===== config.mk =====
export PLATFORM = sky130hd
export DESIGN_NAME = pointer_click_drag_recognizer_top
export DESIGN_NICKNAME = d
export VERILOG_FILES = /design/src/rtl/core/pcdr_pkg.sv /design/src/rtl/core/pointer_click_drag_recognizer_top.sv /design/src/rtl/core/pcdr_datapath.sv /design/src/rtl/core/pcdr_ctrl.sv
export SDC_FILE = /design/constraint.sdc
export NUM_CORES = 2
export LEC_CHECK = 0
export BUFFER_PORTS_ARGS = -buffer_cell sky130_fd_sc_hd__buf_4
export CORE_MARGIN = 5
export CORE_UTILIZATION = 40
export DETAILED_ROUTE_END_ITERATION = 10
export HOLD_SLACK_MARGIN = 0.03
export SLEW_MARGIN = 10
export SYNTH_ARGS = -nofsm -noshare
export SYNTH_HDL_FRONTEND = slang
export SYNTH_SLANG_ARGS = --single-unit

===== constraint.sdc =====
create_clock -name i_clk -period 21.7 [get_ports i_clk]
set_clock_uncertainty 0.2 [all_clocks]
set_input_delay 1.085 -clock i_clk [delete_from_list [all_inputs] [get_ports i_clk]]
set_output_delay 1.085 -clock i_clk [all_outputs]
set_load 0.01 [all_outputs]

===== src/rtl/core/pcdr_pkg.sv =====
// Shared types and constants of the pointer click/drag recogniser.
// No dependencies; imported by controller, datapath, top level and checker.
package pcdr_pkg;

    localparam int BUTTONS = 8;
    localparam int BTN_W   = $clog2(BUTTONS);
    localparam int IN_DW   = 120;
    localparam int OUT_DW  = 112;

    // input modes
    localparam logic [2:0] MODE_PRESS   = 3'd0;
    localparam logic [2:0] MODE_RELEASE = 3'd1;
    localparam logic [2:0] MODE_MOVE    = 3'd2;
    localparam logic [2:0] MODE_WHEEL   = 3'd3;
    localparam logic [2:0] MODE_ENTER   = 3'd4;
    localparam logic [2:0] MODE_LEAVE   = 3'd5;
    localparam logic [2:0] MODE_FRAME   = 3'd6;

    // result kinds
    localparam logic [2:0] KIND_STATUS = 3'd0;
    localparam logic [2:0] KIND_CLICK  = 3'd1;
    localparam logic [2:0] KIND_MOVE   = 3'd2;
    localparam logic [2:0] KIND_WHEEL  = 3'd3;
    localparam logic [2:0] KIND_DRAG   = 3'd4;

    // register indexes
    localparam logic [2:0] REG_ENABLE    = 3'd0;
    localparam logic [2:0] REG_DCLICK_MS = 3'd1;
    localparam logic [2:0] REG_DRAG_THR  = 3'd2;
    localparam logic [2:0] REG_SENS      = 3'd3;
    localparam logic [2:0] REG_FILT_EN   = 3'd4;
    localparam logic [2:0] REG_MIN_MOVE  = 3'd5;

    // operand selection of the distance unit
    typedef enum logic [1:0] {
        DS_PRESS = 2'd0,   // event position vs last click place
        DS_FILT  = 2'd1,   // event position vs cursor
        DS_DRAG  = 2'd2    // new cursor vs last click place
    } t_dsel;

    typedef struct packed {
        logic             latch_in;
        logic             dist_go;
        t_dsel            dsel;
        logic [BTN_W-1:0] sel;
        logic             press_upd;
        logic             rel_upd;
        logic             enter_upd;
        logic             frame_clr;
        logic             filt_upd;
        logic             drag_set;
        logic             out_load;
        logic [2:0]       out_kind;
    } t_cmd;

    typedef struct packed {
        logic             enable;
        logic [2:0]       mode;
        logic             btn_ok;
        logic [BTN_W-1:0] btn;
        logic             held_sel;
        logic             drag_sel;
        logic             le_thr;
        logic             out_free;
    } t_sts;

endpackage


===== src/rtl/core/pointer_click_drag_recognizer_top.sv =====
// Top level of the pointer click/drag recogniser: ports, controller and datapath.
// Depends on pcdr_pkg, pcdr_ctrl and pcdr_datapath.
//
// Takes one pointer event per transaction on the slave stream and returns one or
// more result transactions on the master stream, the final one marked by tlast.
// Events are handled one at a time: a status, wheel or release event goes from
// dispatch to its result state, a press through dispatch, press update and click,
// and a move through dispatch and filter, then a scan of every button with a
// compare step for each held one: the drag test walks the buttons in order
// through the single shared squared-distance unit (squares registered in the
// scan step, compared in the compare step). Each result needs the output
// register free; back-pressure on the master side holds the sequence until it
// is. A finished result may wait in the output register while the next event is
// accepted. Configuration writes are always accepted and take effect on the next
// cycle, the squared thresholds registered from them in turn; write only while
// idle. No clearing pass is needed after reset.
module pointer_click_drag_recognizer_top import pcdr_pkg::*; (
    input  logic              i_clk,
    input  logic              i_rst_n,
    input  logic              s_axis_tvalid,
    output logic              s_axis_tready,
    // button[3:0] pos_x[19:4] pos_y[35:20] move_dx[51:36] move_dy[67:52]
    // wheel_amount[83:68] time_ms[115:84], zero pad above
    input  logic [IN_DW-1:0]  s_axis_tdata,
    // mode[2:0]
    input  logic [2:0]        s_axis_tuser,
    output logic              m_axis_tvalid,
    input  logic              m_axis_tready,
    // which_button[2:0] click_count[6:3] out_x[22:7] out_y[38:23] aux_x[54:39]
    // aux_y[70:55] wheel_out[86:71] pressed_mask[94:87] just_pressed_mask[102:95]
    // just_released_mask[110:103], zero pad above
    output logic [OUT_DW-1:0] m_axis_tdata,
    // kind[2:0]
    output logic [2:0]        m_axis_tuser,
    output logic              m_axis_tlast,
    input  logic              i_cfg_valid,
    output logic              o_cfg_ready,
    input  logic [2:0]        i_cfg_index,
    input  logic [15:0]       i_cfg_data
);

    t_cmd cmd;
    t_sts sts;

    // registers are plain flops, so a write never has to wait
    assign o_cfg_ready = 1'b1;

    pcdr_ctrl u_ctrl (
        .i_clk      (i_clk),
        .i_rst_n    (i_rst_n),
        .i_in_valid (s_axis_tvalid),
        .o_in_ready (s_axis_tready),
        .i_sts      (sts),
        .o_cmd      (cmd)
    );

    pcdr_datapath u_dp (
        .i_clk       (i_clk),
        .i_rst_n     (i_rst_n),
        .i_cmd       (cmd),
        .o_sts       (sts),
        .i_in_data   (s_axis_tdata),
        .i_in_user   (s_axis_tuser),
        .i_cfg_valid (i_cfg_valid),
        .i_cfg_index (i_cfg_index),
        .i_cfg_data  (i_cfg_data),
        .o_m_valid   (m_axis_tvalid),
        .o_m_data    (m_axis_tdata),
        .o_m_user    (m_axis_tuser),
        .o_m_last    (m_axis_tlast),
        .i_m_ready   (m_axis_tready)
    );

endmodule


===== src/rtl/core/pcdr_datapath.sv =====
// Datapath: config registers, button state, distance unit, scaler and output register.
// Depends on pcdr_pkg; driven by pcdr_ctrl.
module pcdr_datapath import pcdr_pkg::*; (
    input  logic              i_clk,
    input  logic              i_rst_n,
    input  t_cmd              i_cmd,
    output t_sts              o_sts,
    input  logic [IN_DW-1:0]  i_in_data,
    input  logic [2:0]        i_in_user,
    input  logic              i_cfg_valid,
    input  logic [2:0]        i_cfg_index,
    input  logic [15:0]       i_cfg_data,
    output logic              o_m_valid,
    output logic [OUT_DW-1:0] o_m_data,
    output logic [2:0]        o_m_user,
    output logic              o_m_last,
    input  logic              i_m_ready
);

    function automatic logic signed [15:0] sat_scale(input logic signed [24:0] p);
        logic signed [20:0] q;
        q = 21'(p >>> 4);
        if (q > 21'sd32767)       return 16'sh7fff;
        else if (q < -21'sd32768) return 16'sh8000;
        else                      return q[15:0];
    endfunction

    // config
    logic        r_enable, r_filt_en;
    logic [15:0] r_dclick_ms;
    logic [14:0] r_drag_thr, r_min_move;
    logic [7:0]  r_sens;
    logic [29:0] r_thr2, r_min2;

    always_ff @(posedge i_clk) begin
        if (!i_rst_n) begin
            r_enable    <= 1'b1;
            r_dclick_ms <= 16'd500;
            r_drag_thr  <= 15'd80;
            r_sens      <= 8'd16;
            r_filt_en   <= 1'b0;
            r_min_move  <= 15'd16;
        end else if (i_cfg_valid) begin
            case (i_cfg_index)
                REG_ENABLE:    r_enable    <= i_cfg_data[0];
                REG_DCLICK_MS: r_dclick_ms <= i_cfg_data;
                REG_DRAG_THR:  r_drag_thr  <= i_cfg_data[14:0];
                REG_SENS:      r_sens      <= i_cfg_data[7:0];
                REG_FILT_EN:   r_filt_en   <= i_cfg_data[0];
                REG_MIN_MOVE:  r_min_move  <= i_cfg_data[14:0];
                default: ;
            endcase
        end
    end

    always_ff @(posedge i_clk) begin
        r_thr2 <= 30'(r_drag_thr) * 30'(r_drag_thr);
        r_min2 <= 30'(r_min_move) * 30'(r_min_move);
    end

    // latched event
    logic [2:0]         r_mode;
    logic [3:0]         r_btn;
    logic signed [15:0] r_px, r_py, r_mdx, r_mdy, r_wamt;
    logic [31:0]        r_now;

    always_ff @(posedge i_clk) begin
        if (i_cmd.latch_in) begin
            r_mode <= i_in_user;
            r_btn  <= i_in_data[3:0];
            r_px   <= i_in_data[19:4];
            r_py   <= i_in_data[35:20];
            r_mdx  <= i_in_data[51:36];
            r_mdy  <= i_in_data[67:52];
            r_wamt <= i_in_data[83:68];
            r_now  <= i_in_data[115:84];
        end
    end

    // gain products, registered ahead of the shift and saturation
    logic signed [24:0] r_scx, r_scy, r_scw;
    always_ff @(posedge i_clk) begin
        r_scx <= r_mdx  * $signed({1'b0, r_sens});
        r_scy <= r_mdy  * $signed({1'b0, r_sens});
        r_scw <= r_wamt * $signed({1'b0, r_sens});
    end

    // button state
    logic [BUTTONS-1:0] r_held, r_jp, r_jr, r_drag, r_seen;
    logic [3:0]         r_clicks  [BUTTONS];
    logic [31:0]        r_stamp   [BUTTONS];
    logic signed [15:0] r_place_x [BUTTONS];
    logic signed [15:0] r_place_y [BUTTONS];
    logic signed [15:0] r_cur_x, r_cur_y;

    logic signed [15:0] pl_x, pl_y;
    assign pl_x = r_place_x[i_cmd.sel];
    assign pl_y = r_place_y[i_cmd.sel];

    // distance unit: squares registered, sum and compare next cycle
    logic signed [15:0] a_x, a_y, b_x, b_y;
    logic signed [16:0] dx, dy;
    logic signed [33:0] r_sqx, r_sqy;
    logic               r_gap_ok;
    logic [34:0]        dsum;
    logic               le_thr, lt_min;

    assign a_x = (i_cmd.dsel == DS_DRAG) ? r_cur_x : r_px;
    assign a_y = (i_cmd.dsel == DS_DRAG) ? r_cur_y : r_py;
    assign b_x = (i_cmd.dsel == DS_FILT) ? r_cur_x : pl_x;
    assign b_y = (i_cmd.dsel == DS_FILT) ? r_cur_y : pl_y;
    assign dx  = 17'(a_x) - 17'(b_x);
    assign dy  = 17'(a_y) - 17'(b_y);

    always_ff @(posedge i_clk) begin
        if (i_cmd.dist_go) begin
            r_sqx    <= dx * dx;
            r_sqy    <= dy * dy;
            r_gap_ok <= (r_now - r_stamp[i_cmd.sel]) <= {16'd0, r_dclick_ms};
        end
    end

    assign dsum   = {1'b0, r_sqx} + {1'b0, r_sqy};
    assign le_thr = dsum <= {5'd0, r_thr2};
    assign lt_min = dsum <  {5'd0, r_min2};

    // halved step towards the event position
    logic signed [16:0] hdx, hdy;
    logic signed [15:0] fx, fy;
    assign hdx = (17'(r_px) - 17'(r_cur_x)) >>> 1;
    assign hdy = (17'(r_py) - 17'(r_cur_y)) >>> 1;
    assign fx  = r_cur_x + hdx[15:0];
    assign fy  = r_cur_y + hdy[15:0];

    logic again;
    assign again = r_seen[i_cmd.sel] & r_gap_ok & le_thr;

    always_ff @(posedge i_clk) begin
        if (!i_rst_n) begin
            r_held  <= '0;
            r_jp    <= '0;
            r_jr    <= '0;
            r_drag  <= '0;
            r_seen  <= '0;
            r_cur_x <= '0;
            r_cur_y <= '0;
            for (int i = 0; i < BUTTONS; i++) begin
                r_clicks[i]  <= '0;
                r_stamp[i]   <= '0;
                r_place_x[i] <= '0;
                r_place_y[i] <= '0;
            end
        end else begin
            if (i_cmd.press_upd) begin
                r_held[i_cmd.sel]    <= 1'b1;
                r_jp[i_cmd.sel]      <= 1'b1;
                r_seen[i_cmd.sel]    <= 1'b1;
                r_clicks[i_cmd.sel]  <= !again ? 4'd1 :
                    (r_clicks[i_cmd.sel] == 4'd15) ? 4'd15 : r_clicks[i_cmd.sel] + 4'd1;
                r_stamp[i_cmd.sel]   <= r_now;
                r_place_x[i_cmd.sel] <= r_px;
                r_place_y[i_cmd.sel] <= r_py;
            end
            if (i_cmd.rel_upd) begin
                r_held[i_cmd.sel] <= 1'b0;
                r_jr[i_cmd.sel]   <= 1'b1;
                r_drag[i_cmd.sel] <= 1'b0;
            end
            if (i_cmd.frame_clr) begin
                r_jp <= '0;
                r_jr <= '0;
            end
            if (i_cmd.enter_upd) begin
                r_cur_x <= r_px;
                r_cur_y <= r_py;
            end
            if (i_cmd.filt_upd) begin
                r_cur_x <= (r_filt_en && lt_min) ? fx : r_px;
                r_cur_y <= (r_filt_en && lt_min) ? fy : r_py;
            end
            if (i_cmd.drag_set)
                r_drag[i_cmd.sel] <= 1'b1;
        end
    end

    // output register
    logic               r_ovalid, r_olast;
    logic [2:0]         r_okind, r_obtn;
    logic [3:0]         r_ocnt;
    logic signed [15:0] r_ox, r_oy, r_ax, r_ay, r_ow;
    logic [7:0]         r_opm, r_ojp, r_ojr;
    logic               out_free;

    assign out_free = !r_ovalid || i_m_ready;

    always_ff @(posedge i_clk) begin
        if (!i_rst_n)
            r_ovalid <= 1'b0;
        else if (i_cmd.out_load)
            r_ovalid <= 1'b1;
        else if (i_m_ready)
            r_ovalid <= 1'b0;
    end

    always_ff @(posedge i_clk) begin
        if (i_cmd.out_load) begin
            r_okind <= i_cmd.out_kind;
            r_obtn  <= 3'd0;
            r_ocnt  <= 4'd0;
            r_ox    <= r_cur_x;
            r_oy    <= r_cur_y;
            r_ax    <= '0;
            r_ay    <= '0;
            r_ow    <= '0;
            r_olast <= 1'b1;
            r_opm   <= 8'(r_held);
            r_ojp   <= 8'(r_jp);
            r_ojr   <= 8'(r_jr);
            case (i_cmd.out_kind)
                KIND_CLICK: begin
                    r_obtn <= 3'(i_cmd.sel);
                    r_ocnt <= r_clicks[i_cmd.sel];
                    r_ox   <= r_px;
                    r_oy   <= r_py;
                end
                KIND_DRAG: begin
                    r_obtn  <= 3'(i_cmd.sel);
                    r_ax    <= pl_x;
                    r_ay    <= pl_y;
                    r_olast <= 1'b0;
                end
                KIND_MOVE: begin
                    r_ax <= sat_scale(r_scx);
                    r_ay <= sat_scale(r_scy);
                end
                KIND_WHEEL: begin
                    r_ox <= r_px;
                    r_oy <= r_py;
                    r_ow <= sat_scale(r_scw);
                end
                default: ;
            endcase
        end
    end

    assign o_m_valid = r_ovalid;
    assign o_m_user  = r_okind;
    assign o_m_last  = r_olast;
    assign o_m_data  = {1'b0, r_ojr, r_ojp, r_opm, r_ow, r_ay, r_ax, r_oy, r_ox,
                        r_ocnt, r_obtn};

    always_comb begin
        o_sts          = '0;
        o_sts.enable   = r_enable;
        o_sts.mode     = r_mode;
        o_sts.btn_ok   = r_btn < 4'(BUTTONS);
        o_sts.btn      = r_btn[BTN_W-1:0];
        o_sts.held_sel = r_held[i_cmd.sel];
        o_sts.drag_sel = r_drag[i_cmd.sel];
        o_sts.le_thr   = le_thr;
        o_sts.out_free = out_free;
    end

endmodule


===== src/rtl/core/pcdr_ctrl.sv =====
// Controller: one-hot sequencer that steps the datapath through one event.
// Depends on pcdr_pkg; drives pcdr_datapath through t_cmd.
module pcdr_ctrl import pcdr_pkg::*; (
    input  logic i_clk,
    input  logic i_rst_n,
    input  logic i_in_valid,
    output logic o_in_ready,
    input  t_sts i_sts,
    output t_cmd o_cmd
);

    typedef enum logic [9:0] {
        S_IDLE   = 10'b0000000001,
        S_DISP   = 10'b0000000010,
        S_PRESS  = 10'b0000000100,
        S_CLICK  = 10'b0000001000,
        S_FILT   = 10'b0000010000,
        S_SCAN   = 10'b0000100000,
        S_SCMP   = 10'b0001000000,
        S_MOVE   = 10'b0010000000,
        S_WHEEL  = 10'b0100000000,
        S_STATUS = 10'b1000000000
    } t_state;

    t_state           r_state, n_state;
    logic [BTN_W-1:0] r_idx, n_idx;
    logic             idx_last, active;

    assign idx_last = (r_idx == BTN_W'(BUTTONS - 1));
    assign active   = i_sts.drag_sel | !i_sts.le_thr;

    always_ff @(posedge i_clk) begin
        if (!i_rst_n) begin
            r_state <= S_IDLE;
            r_idx   <= '0;
        end else begin
            r_state <= n_state;
            r_idx   <= n_idx;
        end
    end

    always_comb begin
        n_state    = r_state;
        n_idx      = r_idx;
        o_cmd      = '0;
        o_cmd.dsel = DS_PRESS;
        o_cmd.sel  = r_idx;
        o_in_ready = 1'b0;
        case (r_state)
            S_IDLE: begin
                o_in_ready     = 1'b1;
                o_cmd.latch_in = i_in_valid;
                if (i_in_valid) n_state = S_DISP;
            end
            S_DISP: begin
                o_cmd.sel = i_sts.btn;
                n_state   = S_STATUS;
                if (i_sts.enable) begin
                    case (i_sts.mode)
                        MODE_PRESS: begin
                            if (i_sts.btn_ok) begin
                                o_cmd.dist_go = 1'b1;
                                n_state       = S_PRESS;
                            end
                        end
                        MODE_RELEASE: o_cmd.rel_upd = i_sts.btn_ok;
                        MODE_MOVE: begin
                            o_cmd.dist_go = 1'b1;
                            o_cmd.dsel    = DS_FILT;
                            n_state       = S_FILT;
                        end
                        MODE_WHEEL: n_state = S_WHEEL;
                        MODE_ENTER: o_cmd.enter_upd = 1'b1;
                        MODE_FRAME: o_cmd.frame_clr = 1'b1;
                        default: ;
                    endcase
                end
            end
            S_PRESS: begin
                o_cmd.sel       = i_sts.btn;
                o_cmd.press_upd = 1'b1;
                n_state         = S_CLICK;
            end
            S_CLICK: begin
                o_cmd.sel      = i_sts.btn;
                o_cmd.out_kind = KIND_CLICK;
                if (i_sts.out_free) begin
                    o_cmd.out_load = 1'b1;
                    n_state        = S_IDLE;
                end
            end
            S_FILT: begin
                o_cmd.dsel     = DS_FILT;
                o_cmd.filt_upd = 1'b1;
                n_idx          = '0;
                n_state        = S_SCAN;
            end
            S_SCAN: begin
                o_cmd.dsel = DS_DRAG;
                if (i_sts.held_sel) begin
                    o_cmd.dist_go = 1'b1;
                    n_state       = S_SCMP;
                end else if (idx_last) begin
                    n_state = S_MOVE;
                end else begin
                    n_idx = r_idx + 1'b1;
                end
            end
            S_SCMP: begin
                o_cmd.dsel     = DS_DRAG;
                o_cmd.out_kind = KIND_DRAG;
                if (active && i_sts.out_free) begin
                    o_cmd.drag_set = 1'b1;
                    o_cmd.out_load = 1'b1;
                end
                if (!active || i_sts.out_free) begin
                    if (idx_last) begin
                        n_state = S_MOVE;
                    end else begin
                        n_idx   = r_idx + 1'b1;
                        n_state = S_SCAN;
                    end
                end
            end
            S_MOVE, S_WHEEL, S_STATUS: begin
                o_cmd.out_kind = (r_state == S_MOVE)  ? KIND_MOVE :
                                 (r_state == S_WHEEL) ? KIND_WHEEL : KIND_STATUS;
                if (i_sts.out_free) begin
                    o_cmd.out_load = 1'b1;
                    n_state        = S_IDLE;
                end
            end
            default: n_state = S_IDLE;
        endcase
    end

endmodule


==> out/metrics.yaml <==
status: "finished, final reports clean"
numPortBuffers: 259
wl_um: 272000
cp_slowest_cell: "buf_4"
synth_seq_cells: 1108
rsz0062_at_grt: "false"
async_flop_share: 0
clk_pin_slew_ns: 0.06
core_area_um2: 238300
dieArea_um2: 249800
wire_per_inst_um: 21.07
drv_slew: 0
synth_area_leaders: "edfxtp_1 (26%), fa_1 (24%), ha_1 (9.4%)"
cp.arrival_ns: 14.52
cp_common_cell: "fa_1"
fin_crit_sh: 0.6543
yosys-top-cells-count: "inv_1 (1573), fa_1 (1127), nand2_1 (897)"
yosysTopAreaCell: "edfxtp_1"
fmax_mhz: 70.43
cts_made_buffers: 119
clockRootBuffer: "clkbuf_16"
grt_pass1_vias: 72232
clock_latency_ns: 0.78
drv_cap: 0
grt_max_degree: 354
cp-end-kind: "register"
critPathMaxStageDelay_ns: 0.66
synth_cell_types: 103
worstPathRequired_ns: 22.02
finalHoldViolations: 0
worst_pin_slew_ns: 1.367
yosysMostFrequentCell: "inv_1"
yosysWarningCount: 0
layout-drive-gt1-share: 0.06799
antenna_found_initial: 17
track_usage: 0.2166
seq_area_frac_synth: 0.3193
nFillCells: 22516
slew_headroom: 0.07904
cts-resized-gates: 0
drt_iter0_markers: 5739
multi_input_area_um2: 58010
ant_nets: 0
row_count: 179
dp_hpwl_um: 199000
synth_ff_type: "edfxtp_1"
die_width_um: 499.8
cts_buffer_depth: 3
setup_viol: 0
crit_type: "register to register"
drc: 0
vias: 69277
avgSynthCellArea_um2: 10.04
netlist_area_um2: 95970
cts_setup_buffers: 0
io-pin-count: 266
h-tree-depth: 3
fin_tns_setup_ns: 0
crit_path_start_kind: "register"
synth_top_cell_area_share: 0.2644
synth_edf_count: 845
holdBufCountCts: 0
gp_congestion: 0.9033
hp-class: "register to register"
area_delta_synth_final_pct: 9.862
nets: 11630
syn_nets: 11551
dr.pass1.iters: 6
critPathMaxFanout: 46
clkSinkCount: 1108
synthesis.instances: 9557
final.min_clock_period_ns: 14.20
grt_first_pass_wirelength_um: 421800
register_area_um2: 30640
via_per_inst: 5.367
die_y_um: 499.8
initial_utilization: 0.4027
grt-ovfl-total: 0
cts_tree: "done"
flip-flops by register name (all words and copies together), names as in the netlist, 32 cells and up:
signal / count
u_dp.r_now: 32
u_dp.r_sqx: 33
u_dp.r_place_x: 128
u_dp.r_stamp: 256
u_dp.r_clicks: 32
u_dp.r_place_y: 128
u_dp.r_sqy: 33
metal layers:
| metal | GRT usage | wire length (um) |
|---|---|---|
| met5 | 0 | 53 |
| met4 | 0.07014 | 9885 |
| met3 | 0.03908 | 19830 |
| met2 | 0.3524 | 125100 |
| met1 | 0.2942 | 117100 |
through the flow:
step                std cells  hold WS [ns]  utilization  instance area (um^2)  setup WS (ns)
floorplan                9557        0.1935            -                 95970          10.31
global placement        12681        0.2198       0.4252                101300          7.870
detailed placement      12681        0.2193       0.4252                101300          7.754
CTS                     12903        0.2209       0.4423                105400          7.736
global route            12904        0.2365       0.4424                105400          6.788
finish                  12907        0.2349       0.4424                105400          7.502
cell families after synthesis:
logic type | count (synthesis) | synth area share
flip-flops | 1108 | 0.3193
other | 2 | 0.00007825
adder cells (fa/ha/maj) | 1847 | 0.3290
AND/OR/NAND/NOR | 2855 | 0.1455
AO/OA/AOI/OAI | 1358 | 0.09032
buffers and inverters | 1997 | 0.07924
multiplexers | 66 | 0.007053
XOR/XNOR | 324 | 0.02957
layout make-up:
| class | instances | share of cell area |
|---|---|---|
| inverters | 1590 | 0.05661 |
| clock inverters | 72 | 0.008295 |
| diodes | 3 | 0.00007120 |
| multi-input cells | 6452 | 0.5502 |
| repair buffers | 365 | 0.02642 |
| clock buffers | 150 | 0.03020 |
| well taps | 3167 | 0.03758 |
| flip-flops and latches | 1108 | 0.2906 |
cells in the final DEF, fill, tap and decap left out, drive strengths merged, types with 29 or more instances in the layout:
cell and instances:
buf 365, o21bai 32, nor3 89, and2 385, nand2b 43, xor2 92
a22oi 42, and3 524, nor2 627, edfxtp 845, ha 720, nand3 101
mux2i 56, o21a 51, clkbuf 150, o21ai 280, o211ai 38, a21o 102
dfxtp 263, a21oi 394, fa 1127, a211oi 42, inv 1583, nor2b 50
clkinv 59, xnor2 232, nand2 898, a31oi 38, o22ai 123, nand4 29
critical path: cells and delay by family (launching register included):
kind | cells | cell delay [ns]
compound gates | 16 | 4.09
xor+xnor | 2 | 0.23
fa+ha+maj | 8 | 3.54
buf+inv | 9 | 2.18
flops | 1 | 0.34
mux | 1 | 0.57
simple gates | 11 | 2.70
final timing paths:
path	from	endpoint	slack (ns)	cells past startpoint
hold / removal	u_dp.r_jr[3]	u_dp.r_ojr[3]	0.23	0
setup / recovery	u_ctrl.r_state[4]	u_dp.r_sqx[32]	7.50	47
hold reg to reg	u_dp.r_jr[3]	u_dp.r_ojr[3]	0.23	0
setup reg to reg	u_ctrl.r_state[4]	u_dp.r_sqx[32]	7.50	47
Power is left out: the tool's default activity adds up to more than one toggle a clock period on the data nets, which glitch-free logic cannot reach.
